`src/sv/aedr_pkg.sv`:
```
// ----------------------------------------------------------------------------
// aedr_pkg: shared types, constants and microprogram for the envelope block
// Holds the phase and register codes, the control word layout and the
// read-only microprogram that sequences one envelope word per tick.
// ----------------------------------------------------------------------------
package aedr_pkg;

  // Sample index width and the fixed field widths
  localparam int INDEX_BITS  = 24;
  localparam int LEVEL_W     = 32;
  localparam int FACTOR_W    = 16;
  localparam int OUT_W       = 16;
  localparam int CFG_DATA_W  = 24;
  localparam int CFG_INDEX_W = 2;
  localparam int PROD_W      = LEVEL_W + FACTOR_W;
  localparam int DIV_CNT_W   = $clog2(LEVEL_W + 1);
  localparam int STEP_W      = 5;

  // 1.0 in unsigned Q1.31
  localparam logic [LEVEL_W-1:0] ONE_Q31 = {1'b1, {(LEVEL_W-1){1'b0}}};

  // Configuration register reset values
  localparam logic [INDEX_BITS-1:0] NOTE_RESET   = INDEX_BITS'(1);
  localparam logic [FACTOR_W-1:0]   FACTOR_RESET = {FACTOR_W{1'b1}};

  typedef enum logic [1:0] {
    PH_IDLE    = 2'd0,
    PH_ATTACK  = 2'd1,
    PH_DECAY   = 2'd2,
    PH_RELEASE = 2'd3
  } phase_t;

  typedef enum logic [CFG_INDEX_W-1:0] {
    REG_NOTE_SAMPLES = 2'd0,
    REG_ATTACK       = 2'd1,
    REG_DECAY_END    = 2'd2,
    REG_DECAY_FACTOR = 2'd3
  } cfg_reg_t;

  // Datapath actions, one per control word
  typedef enum logic [3:0] {
    OP_NONE,
    OP_LATCH,
    OP_IDX_ZERO,
    OP_IDX_INC,
    OP_SET_IDLE,
    OP_ATTACK_START,
    OP_STEP_LOAD,
    OP_DECAY_START,
    OP_SET_ONE,
    OP_RELEASE_START,
    OP_ACC_ADD,
    OP_MUL,
    OP_ACC_PROD,
    OP_ACC_SUB,
    OP_EMIT
  } op_t;

  // Jump conditions; a true condition loads the target, else the counter advances
  typedef enum logic [3:0] {
    C_NEVER,
    C_ALWAYS,
    C_NO_INPUT,
    C_NOT_RESTART,
    C_N_NONZERO,
    C_A_ZERO,
    C_DIV_BUSY,
    C_IDLE,
    C_KEND,
    C_PH_DECAY,
    C_PH_RELEASE,
    C_K_GE_A,
    C_K_GE_D,
    C_K_LT_D,
    C_OUT_FULL
  } cond_t;

  typedef logic [STEP_W-1:0] step_t;

  typedef struct packed {
    op_t   op;
    cond_t cond;
    step_t target;
  } ctrl_word_t;

  // Microprogram addresses
  localparam step_t S_FETCH     = 5'd0;
  localparam step_t S_DISPATCH  = 5'd1;
  localparam step_t S_RESTART   = 5'd2;
  localparam step_t S_GO_IDLE   = 5'd3;
  localparam step_t S_BEGIN     = 5'd4;
  localparam step_t S_ATK_DIV   = 5'd5;
  localparam step_t S_ATK_WAIT  = 5'd6;
  localparam step_t S_ATK_LOAD  = 5'd7;
  localparam step_t S_ADVANCE   = 5'd8;
  localparam step_t S_INC       = 5'd9;
  localparam step_t S_END_CHK   = 5'd10;
  localparam step_t S_SEL_DECAY = 5'd11;
  localparam step_t S_SEL_REL   = 5'd12;
  localparam step_t S_ATK_CHK   = 5'd13;
  localparam step_t S_ATK_ADD   = 5'd14;
  localparam step_t S_DEC_MUL   = 5'd15;
  localparam step_t S_DEC_ACC   = 5'd16;
  localparam step_t S_DEC_END   = 5'd17;
  localparam step_t S_REL_SUB   = 5'd18;
  localparam step_t S_BDR       = 5'd19;
  localparam step_t S_DEC_START = 5'd20;
  localparam step_t S_REL_DIV   = 5'd21;
  localparam step_t S_REL_WAIT  = 5'd22;
  localparam step_t S_REL_LOAD  = 5'd23;
  localparam step_t S_OUT_WAIT  = 5'd24;
  localparam step_t S_EMIT      = 5'd25;

  // Control store: one word per step
  function automatic ctrl_word_t ucode(input step_t step);
    ctrl_word_t w;
    w = '{op: OP_NONE, cond: C_ALWAYS, target: S_FETCH};
    unique case (step)
      // wait for a tick, latch restart
      S_FETCH:     w = '{op: OP_LATCH,        cond: C_NO_INPUT,    target: S_FETCH};
      S_DISPATCH:  w = '{op: OP_NONE,         cond: C_NOT_RESTART, target: S_ADVANCE};
      // new note
      S_RESTART:   w = '{op: OP_IDX_ZERO,     cond: C_N_NONZERO,   target: S_BEGIN};
      S_GO_IDLE:   w = '{op: OP_SET_IDLE,     cond: C_ALWAYS,      target: S_OUT_WAIT};
      S_BEGIN:     w = '{op: OP_NONE,         cond: C_A_ZERO,      target: S_BDR};
      S_ATK_DIV:   w = '{op: OP_ATTACK_START, cond: C_NEVER,       target: S_FETCH};
      S_ATK_WAIT:  w = '{op: OP_NONE,         cond: C_DIV_BUSY,    target: S_ATK_WAIT};
      S_ATK_LOAD:  w = '{op: OP_STEP_LOAD,    cond: C_ALWAYS,      target: S_OUT_WAIT};
      // next sample of a running note
      S_ADVANCE:   w = '{op: OP_NONE,         cond: C_IDLE,        target: S_OUT_WAIT};
      S_INC:       w = '{op: OP_IDX_INC,      cond: C_NEVER,       target: S_FETCH};
      S_END_CHK:   w = '{op: OP_NONE,         cond: C_KEND,        target: S_GO_IDLE};
      S_SEL_DECAY: w = '{op: OP_NONE,         cond: C_PH_DECAY,    target: S_DEC_MUL};
      S_SEL_REL:   w = '{op: OP_NONE,         cond: C_PH_RELEASE,  target: S_REL_SUB};
      S_ATK_CHK:   w = '{op: OP_NONE,         cond: C_K_GE_A,      target: S_BDR};
      S_ATK_ADD:   w = '{op: OP_ACC_ADD,      cond: C_ALWAYS,      target: S_OUT_WAIT};
      S_DEC_MUL:   w = '{op: OP_MUL,          cond: C_NEVER,       target: S_FETCH};
      S_DEC_ACC:   w = '{op: OP_ACC_PROD,     cond: C_K_LT_D,      target: S_OUT_WAIT};
      S_DEC_END:   w = '{op: OP_NONE,         cond: C_ALWAYS,      target: S_REL_DIV};
      S_REL_SUB:   w = '{op: OP_ACC_SUB,      cond: C_ALWAYS,      target: S_OUT_WAIT};
      // attack done: enter decay, or release straight from full scale
      S_BDR:       w = '{op: OP_SET_ONE,      cond: C_K_GE_D,      target: S_REL_DIV};
      S_DEC_START: w = '{op: OP_DECAY_START,  cond: C_ALWAYS,      target: S_OUT_WAIT};
      S_REL_DIV:   w = '{op: OP_RELEASE_START, cond: C_NEVER,      target: S_FETCH};
      S_REL_WAIT:  w = '{op: OP_NONE,         cond: C_DIV_BUSY,    target: S_REL_WAIT};
      S_REL_LOAD:  w = '{op: OP_STEP_LOAD,    cond: C_ALWAYS,      target: S_OUT_WAIT};
      // hand the word to the output register
      S_OUT_WAIT:  w = '{op: OP_NONE,         cond: C_OUT_FULL,    target: S_OUT_WAIT};
      S_EMIT:      w = '{op: OP_EMIT,         cond: C_ALWAYS,      target: S_FETCH};
      default:     w = '{op: OP_NONE,         cond: C_ALWAYS,      target: S_FETCH};
    endcase
    return w;
  endfunction

endpackage

```
`src/sv/attack_exp_decay_release_envelope.sv`:
```
// ----------------------------------------------------------------------------
// attack_exp_decay_release_envelope: microcoded attack/decay/release envelope
// Sequencer walks a small control store; a plain datapath holds the sample
// index, the Q1.31 level, the ramp step, a 32x16 multiplier and a
// bit-serial divider for the ramp steps.
// ----------------------------------------------------------------------------
// Usage:
//   Input channel (in_valid/in_ready, restart): one tick per word. restart=1
//   starts a new note at sample 0, restart=0 advances one sample.
//   Output channel (out_valid/out_ready): one word per tick with level
//   (Q1.15), active and last_sample. Outside a note the word is all zero.
//   Config channel (cfg_valid/cfg_ready, cfg_index, cfg_data): always ready;
//   index 0 note length, 1 attack length, 2 decay end, 3 decay factor.
//   Write only between ticks, once the previous word has come out.
// Sequencing:
//   A tick that starts the attack or the release waits on the divider,
//   which retires one quotient bit per cycle over 32 bits. Ticks are
//   handled one at a time; in_ready is high only at the fetch step, to which
//   the sequencer returns after loading the previous word into the output
//   register.
// Reset:
//   Synchronous, active high. Clears the sequencer, the envelope state and
//   the output valid flag, and loads the register defaults (note length 1,
//   decay factor 0xFFFF).
// Stall:
//   The finished word sits in the output register; the next tick is accepted
//   and computed meanwhile, and the sequencer waits before emitting it.
// ----------------------------------------------------------------------------
module attack_exp_decay_release_envelope
  import aedr_pkg::*;
(
  input  logic                   clk,
  input  logic                   rst,
  // tick channel
  input  logic                   in_valid,
  output logic                   in_ready,
  input  logic                   restart,
  // envelope channel
  output logic                   out_valid,
  input  logic                   out_ready,
  output logic [OUT_W-1:0]       level,
  output logic                   active,
  output logic                   last_sample,
  // configuration channel
  input  logic                   cfg_valid,
  output logic                   cfg_ready,
  input  logic [CFG_INDEX_W-1:0] cfg_index,
  input  logic [CFG_DATA_W-1:0]  cfg_data
);

  // Configuration registers
  logic [INDEX_BITS-1:0] note_samples;
  logic [INDEX_BITS-1:0] attack_len;
  logic [INDEX_BITS-1:0] decay_end_sample;
  logic [FACTOR_W-1:0]   decay_factor;

  // Sequencer
  step_t      pc;
  ctrl_word_t cw;
  logic       jump;
  logic       restart_q;

  // Envelope state
  logic [INDEX_BITS-1:0] sample_index;
  logic [LEVEL_W-1:0]    level_accum;
  logic [LEVEL_W-1:0]    ramp_step;
  phase_t                phase;
  logic [PROD_W-1:0]     prod;

  // Divider
  logic                   div_busy;
  logic [DIV_CNT_W-1:0]   div_cnt;
  logic [LEVEL_W-1:0]     div_quo;
  logic [INDEX_BITS-1:0]  div_rem;
  logic [INDEX_BITS-1:0]  div_den;
  logic [INDEX_BITS-1:0]  div_den_in;
  logic [INDEX_BITS:0]    div_shift;
  logic [INDEX_BITS+1:0]  div_trial;

  // Clamped bounds
  logic [INDEX_BITS-1:0] attack_end;
  logic [INDEX_BITS-1:0] decay_end;

  assign cfg_ready = 1'b1;
  assign in_ready  = (pc == S_FETCH);

  // Clamp the phase ends to the note length
  assign attack_end = (attack_len > note_samples) ? note_samples : attack_len;
  assign decay_end  = (decay_end_sample > note_samples) ? note_samples : decay_end_sample;

  // Fetch the control word
  assign cw = ucode(pc);

  // Evaluate the jump condition
  always_comb begin
    unique case (cw.cond)
      C_NEVER:       jump = 1'b0;
      C_ALWAYS:      jump = 1'b1;
      C_NO_INPUT:    jump = !in_valid;
      C_NOT_RESTART: jump = !restart_q;
      C_N_NONZERO:   jump = (note_samples != '0);
      C_A_ZERO:      jump = (attack_end == '0);
      C_DIV_BUSY:    jump = div_busy;
      C_IDLE:        jump = (phase == PH_IDLE);
      C_KEND:        jump = (sample_index >= note_samples) || (sample_index == '0);
      C_PH_DECAY:    jump = (phase == PH_DECAY);
      C_PH_RELEASE:  jump = (phase == PH_RELEASE);
      C_K_GE_A:      jump = (sample_index >= attack_end);
      C_K_GE_D:      jump = (sample_index >= decay_end);
      C_K_LT_D:      jump = (sample_index < decay_end);
      C_OUT_FULL:    jump = out_valid && !out_ready;
      default:       jump = 1'b0;
    endcase
  end

  // Advance the step counter
  always_ff @(posedge clk) begin
    if (rst) begin
      pc <= S_FETCH;
    end else if (jump) begin
      pc <= cw.target;
    end else begin
      pc <= pc + step_t'(1);
    end
  end

  // Write configuration registers
  always_ff @(posedge clk) begin
    if (rst) begin
      note_samples     <= NOTE_RESET;
      attack_len       <= '0;
      decay_end_sample <= '0;
      decay_factor     <= FACTOR_RESET;
    end else if (cfg_valid && cfg_ready) begin
      unique case (cfg_reg_t'(cfg_index))
        REG_NOTE_SAMPLES: note_samples     <= cfg_data[INDEX_BITS-1:0];
        REG_ATTACK:       attack_len       <= cfg_data[INDEX_BITS-1:0];
        REG_DECAY_END:    decay_end_sample <= cfg_data[INDEX_BITS-1:0];
        REG_DECAY_FACTOR: decay_factor     <= cfg_data[FACTOR_W-1:0];
        default:          note_samples     <= note_samples;
      endcase
    end
  end

  // Divisor for the step being started
  assign div_den_in = (cw.op == OP_ATTACK_START) ? attack_end : (note_samples - sample_index);

  // Envelope datapath
  always_ff @(posedge clk) begin
    if (rst) begin
      restart_q    <= 1'b0;
      sample_index <= '0;
      level_accum  <= '0;
      ramp_step    <= '0;
      phase        <= PH_IDLE;
    end else begin
      unique case (cw.op)
        OP_LATCH: begin
          if (in_valid) restart_q <= restart;
        end
        OP_IDX_ZERO:  sample_index <= '0;
        OP_IDX_INC:   sample_index <= sample_index + INDEX_BITS'(1);
        OP_SET_IDLE:  phase <= PH_IDLE;
        OP_ATTACK_START: begin
          phase       <= PH_ATTACK;
          level_accum <= '0;
        end
        OP_STEP_LOAD: ramp_step <= div_quo;
        OP_DECAY_START: begin
          phase     <= PH_DECAY;
          ramp_step <= '0;
        end
        OP_SET_ONE:       level_accum <= ONE_Q31;
        OP_RELEASE_START: phase <= PH_RELEASE;
        OP_ACC_ADD:       level_accum <= level_accum + ramp_step;
        OP_ACC_PROD:      level_accum <= prod[PROD_W-1:FACTOR_W];
        OP_ACC_SUB: begin
          level_accum <= (level_accum >= ramp_step) ? level_accum - ramp_step : '0;
        end
        OP_EMIT: begin
          if (sample_index >= note_samples) phase <= PH_IDLE;
        end
        default: phase <= phase;
      endcase
    end
  end

  // Scale the level by the decay factor
  always_ff @(posedge clk) begin
    if (cw.op == OP_MUL) begin
      prod <= {{FACTOR_W{1'b0}}, level_accum} * {{LEVEL_W{1'b0}}, decay_factor};
    end
  end

  // Restoring divider, one quotient bit per cycle
  assign div_shift = {div_rem, div_quo[LEVEL_W-1]};
  assign div_trial = {1'b0, div_shift} - {2'b00, div_den};

  always_ff @(posedge clk) begin
    if (rst) begin
      div_busy <= 1'b0;
      div_cnt  <= '0;
    end else if (cw.op == OP_ATTACK_START || cw.op == OP_RELEASE_START) begin
      div_busy <= 1'b1;
      div_cnt  <= DIV_CNT_W'(LEVEL_W);
    end else if (div_busy) begin
      div_cnt  <= div_cnt - DIV_CNT_W'(1);
      if (div_cnt == DIV_CNT_W'(1)) div_busy <= 1'b0;
    end
  end

  always_ff @(posedge clk) begin
    if (cw.op == OP_ATTACK_START || cw.op == OP_RELEASE_START) begin
      div_quo <= (cw.op == OP_ATTACK_START) ? ONE_Q31 : level_accum;
      div_rem <= '0;
      div_den <= div_den_in;
    end else if (div_busy) begin
      if (!div_trial[INDEX_BITS+1]) begin
        div_rem <= div_trial[INDEX_BITS-1:0];
        div_quo <= {div_quo[LEVEL_W-2:0], 1'b1};
      end else begin
        div_rem <= div_shift[INDEX_BITS-1:0];
        div_quo <= {div_quo[LEVEL_W-2:0], 1'b0};
      end
    end
  end

  // Output register: load at emit, drop when taken
  always_ff @(posedge clk) begin
    if (rst) begin
      out_valid <= 1'b0;
    end else if (cw.op == OP_EMIT) begin
      out_valid <= 1'b1;
    end else if (out_ready) begin
      out_valid <= 1'b0;
    end
  end

  always_ff @(posedge clk) begin
    if (cw.op == OP_EMIT) begin
      if (phase == PH_IDLE || sample_index >= note_samples) begin
        level       <= '0;
        active      <= 1'b0;
        last_sample <= 1'b0;
      end else begin
        level       <= level_accum[LEVEL_W-1:LEVEL_W-OUT_W];
        active      <= 1'b1;
        last_sample <= (sample_index == note_samples - INDEX_BITS'(1));
      end
    end
  end

  // Checks
  a_emit_free: assert property (@(posedge clk) disable iff (rst)
    (cw.op == OP_EMIT) |-> !out_valid)
    else $error("emit while output register still full");

  a_fetch_div_idle: assert property (@(posedge clk) disable iff (rst)
    (pc == S_FETCH) |-> !div_busy)
    else $error("divider busy at fetch");

  a_div_nonzero: assert property (@(posedge clk) disable iff (rst)
    (cw.op == OP_ATTACK_START || cw.op == OP_RELEASE_START) |-> (div_den_in != '0))
    else $error("ramp division by zero");

  a_accept_dispatch: assert property (@(posedge clk) disable iff (rst)
    (in_valid && in_ready) |=> (pc == S_DISPATCH))
    else $error("accepted tick not dispatched");

  a_inactive_zero: assert property (@(posedge clk) disable iff (rst)
    (out_valid && !active) |-> (level == '0 && !last_sample))
    else $error("inactive word carries data");

endmodule
```
`config.mk`:
```
export PLATFORM = sky130hd
export DESIGN_NAME = attack_exp_decay_release_envelope
export DESIGN_NICKNAME = d
export VERILOG_FILES = /design/src/sv/aedr_pkg.sv /design/src/sv/attack_exp_decay_release_envelope.sv
export SDC_FILE = /design/constraint.sdc
export NUM_CORES = 2
export LEC_CHECK = 0
export ABC_AREA = 1
export BUFFER_PORTS_ARGS = -buffer_cell sky130_fd_sc_hd__buf_2
export CAP_MARGIN = 30
export CORE_ASPECT_RATIO = 1.2
export CORE_UTILIZATION = 56
export DETAILED_ROUTE_END_ITERATION = 7
export GPL_ROUTABILITY_DRIVEN = 1
export PLACE_DENSITY = 0.74
export SETUP_SLACK_MARGIN = 0.5
export SLEW_MARGIN = 20
export SYNTH_ARGS = -nofsm -noshare
export SYNTH_HDL_FRONTEND = slang
export SYNTH_SLANG_ARGS = --single-unit
```
`constraint.sdc`:
```
create_clock -name clk -period 7.8 [get_ports clk]
set_input_delay 1.56 -clock clk [delete_from_list [all_inputs] [get_ports clk]]
set_output_delay 1.56 -clock clk [all_outputs]
set_load 0.02 [all_outputs]
```
==> results_dict.tcl <==
set metrics [dict create \
    status "completed" \
    hold_path.class "reg -> reg" \
    ys_ff_latch 335 \
    die_w_um 243 \
    io_buffers 51 \
    grt_use_total 0.324 \
    reg2reg_slack_ps 1040 \
    min_from "restart_q" \
    finalWirelength_um 113000 \
    reg2reg_to "prod[42]" \
    cts.hold.buffers_added 0 \
    synth_ff_type "dfxtp_1" \
    drc 0 \
    grt_pass1_wl_um 182000 \
    crit_slowest_cell "dfxtp_1" \
    r2r_start "level_accum[7]" \
    initial_core_util 0.568 \
    finalMaxSlewViolations 0 \
    clk_path_buf_depth 3 \
    antenna_found_initial 1 \
    clk_pin_slew_ps 60 \
    hold_viol 0 \
    yosysWarnings 0 \
    worstPathCellList "buf_4 > nand2_1 > fa_1 > inv_1 > fa_1 > inv_1 > fa_1 > fa_1 > inv_1 > fa_1 > inv_1 > fa_1 > inv_1 > ha_1 > a21oi_1 > o21ai_0 > o21ai_0 > nand2_1 > a21oi_1 > o21ai_0 > nand4_1 > o311ai_0 > xor2_1" \
    core_mm2 0.0687 \
    critPathLaunchType "register" \
    boundaryPins 53 \
    place_ws_ps 963 \
    critPathKind "reg -> reg" \
    dieHeight_um 291 \
    routedWlPerCell_um 18.6 \
    avgSynthCellArea_um2 7.47 \
    vias_per_cell 5.63 \
    antenna_left 0 \
    netlist_area_mm2 0.0390 \
    finalSetupViolations 0 \
    place.gp.congestion 0.972 \
    crit_required_ps 8100 \
    drive_above_1_share 0.0429 \
    rsz0062_at_grt "no" \
    h-tree-depth 2 \
    maxCapViolCount 0 \
    nets 5934 \
    fmax_ghz 0.148 \
    tritoncts.num_buffers 40 \
    die_area_mm2 0.0707 \
    filler_cell_count 6365 \
    critPathCaptureType "register" \
    power_density_mw_per_mm2 211 \
    place_area_mm2 0.0400 \
    tns_ps 0 \
    synthesis.nets 6017 \
    grt_pass1_vias 34214 \
    yosysUniqueCellTypes 65 \
    critical_path_buf_inv_count 6 \
    crit_top_cell "fa_1" \
    relSlewSlack 0.340 \
    hpwl_um 90900 \
    irDropWorstVdd_uv 166 \
    rows 105 \
    critPathMaxFanout 13 \
    synthCells 5224 \
    yosysSeqAreaShare 0.199 \
    post_cts_buffers 0 \
    worst_pin_slew_ps 990 \
    worst_ep_arrival_time_ps 7060 \
    hold_depth 2 \
    cts_tree "done" \
    drtIter0Drc 2424 \
    crit_family "adder cells" \
    insertion_delay_ps 580 \
    whs_endpoint "restart_q" \
    reg2regPathDepth 23 \
    timing.final.crit_share 0.866 \
    cts_root_buf "clkbuf_16" \
    vias 34230 \
    finalWorstSetupSlack_ps 1040 \
    max_stage_delay_ps 740 \
    final.setup_skew_ps 39.7 \
    min_period_ps 6760 \
    cts.sinks 335 \
    async_flop_share 0 \
    grt-ovfl-total 0 \
    leakage_nw 20.0 \
    grt_max_degree 100 \
    drtPass1Iterations 6 \
    synth_enable_flop_cells 106 \
    final_cell_area_mm2 0.0412 \
    synthToLayoutAreaGrowth_pct 5.55 \
]
cell usage after synthesis (all sizes together), types with 5 or more instances:
cell type / instances / share of area
xnor2: 43 / 0.0097
o31ai: 6 / 0.0012
ha: 340 / 0.11
nand3: 194 / 0.026
edfxtp: 106 / 0.082
a32o: 5 / 0.0013
and3: 6 / 0.00096
o21a: 21 / 0.0040
nand4: 48 / 0.0077
a31oi: 21 / 0.0034
nor4: 15 / 0.0026
fa: 421 / 0.22
o21ai: 286 / 0.037
a21oi: 371 / 0.048
nor2: 368 / 0.037
a221oi: 5 / 0.0011
inv: 996 / 0.096
xor2: 97 / 0.022
o211ai: 17 / 0.0033
or2: 9 / 0.0014
o21bai: 11 / 0.0021
a21boi: 5 / 0.00096
a21o: 18 / 0.0035
a211oi: 37 / 0.0071
o2111ai: 24 / 0.0054
o221ai: 8 / 0.0018
nand2: 1194 / 0.12
dfxtp: 229 / 0.12
buf: 22 / 0.0038
clkbuf: 219 / 0.021
o22ai: 7 / 0.0011
nor3: 44 / 0.0058
per-stage QoR:
| stage | hold WS (ps) | power (mW) | std cells | util |
|---|---|---|---|---|
| after detailed placement | 452 | 6.84 | 6007 | 0.582 |
| after CTS | 463 | 8.68 | 6079 | 0.599 |
| after floorplan | 424 | 5.63 | 5224 | - |
| after global routing | 484 | 9.35 | 6080 | 0.599 |
| final | 462 | 8.70 | 6082 | 0.599 |
| after global placement | 439 | 6.83 | 6004 | 0.581 |
cells in the final DEF (no fill, tap or decap), drive strengths merged, types with 9 or more instances in the layout:
cell,instances
nand2,1194
inv,997
fa,421
a21oi,371
nor2,368
ha,340
o21ai,286
dfxtp,229
nand3,194
buf,116
edfxtp,106
xor2,97
clkbuf,59
nand4,48
nor3,44
xnor2,43
a211oi,37
o2111ai,24
o21a,21
a31oi,21
a21o,18
o211ai,17
nor4,15
clkinv,15
o21bai,11
or2,9
flip-flops by register name, summed over array words and instances, names as in the netlist, 5 cells and up:
signal            flops
sample_index         24
div_rem              24
prod                 32
div_den              24
div_quo              32
level_accum          32
cw                   13
note_samples         24
pc                    5
decay_factor         16
div_cnt               6
attack_len           24
decay_end_sample     24
level                16
ramp_step            32
report_power, final:
group	total, mW	internal [mW]	switching, mW	leakage, nW
Sequential	2.36	2.14	0.216	2.85
Clock	1.77	0.980	0.793	0.583
Combinational	4.57	1.55	3.02	16.5
Total	8.70	4.67	4.03	20.0
area by class of cell:
| class | instances | area (um2) | area share |
|---|---|---|---|
| Sequential cell | 335 | 7770 | 0.189 |
| Antenna cell | 2 | 5.00 | 0.000122 |
| Tap cell | 909 | 1140 | 0.0276 |
| Multi-Input combinational cell | 3649 | 26600 | 0.645 |
| Timing Repair Buffer | 116 | 779 | 0.0189 |
| Inverter | 999 | 3760 | 0.0912 |
| Clock buffer | 59 | 1100 | 0.0268 |
| Clock inverter | 13 | 77.6 | 0.00188 |
how the worst max path moves through the flow:
stage | from | slack, ps | cells past startpoint | end
global route | level_accum[5] | 610 | 24 | prod[42]
global placement | decay_factor[1] | 1040 | 23 | prod[42]
CTS | decay_factor[1] | 940 | 23 | prod[42]
floorplan | level_accum[13] | 1780 | 26 | prod[42]
finish | level_accum[7] | 1040 | 23 | prod[42]
detailed placement | decay_factor[1] | 960 | 23 | prod[42]
tightest hold or removal path, delay by kind of cell (launching register included):
family | cells | cell delay (ps)
DFF | 1 | 310
AOI/OAI and AO/OA | 1 | 50
buffers and inverters | 1 | 50
cells by family after synthesis:
kind of cell	Yosys count	share of synthesized area
other cells	1	0.0000961
compound gates	857	0.124
buf+inv	1240	0.121
xor+xnor	140	0.0314
simple gates	1889	0.199
fa+ha+maj	761	0.325
flops	335	0.199
mux	1	0.000257
routing by layer:
metal | global-route usage | part of all wire | up-vias
li1 | - | - | 16264
met1 | 0.399 | 0.39 | 16375
met2 | 0.568 | 0.49 | 1262
met3 | 0.0352 | 0.063 | 329
met4 | 0.149 | 0.050 | 0
met5 | 0 | 0 | -
timing repair:
action,4_1_cts,5_1_grt
setup endpoints to repair,0,1
resized for setup,0,1
hold endpoints to repair,0,0
No activity file was read; power rests on OpenSTA's default activity.
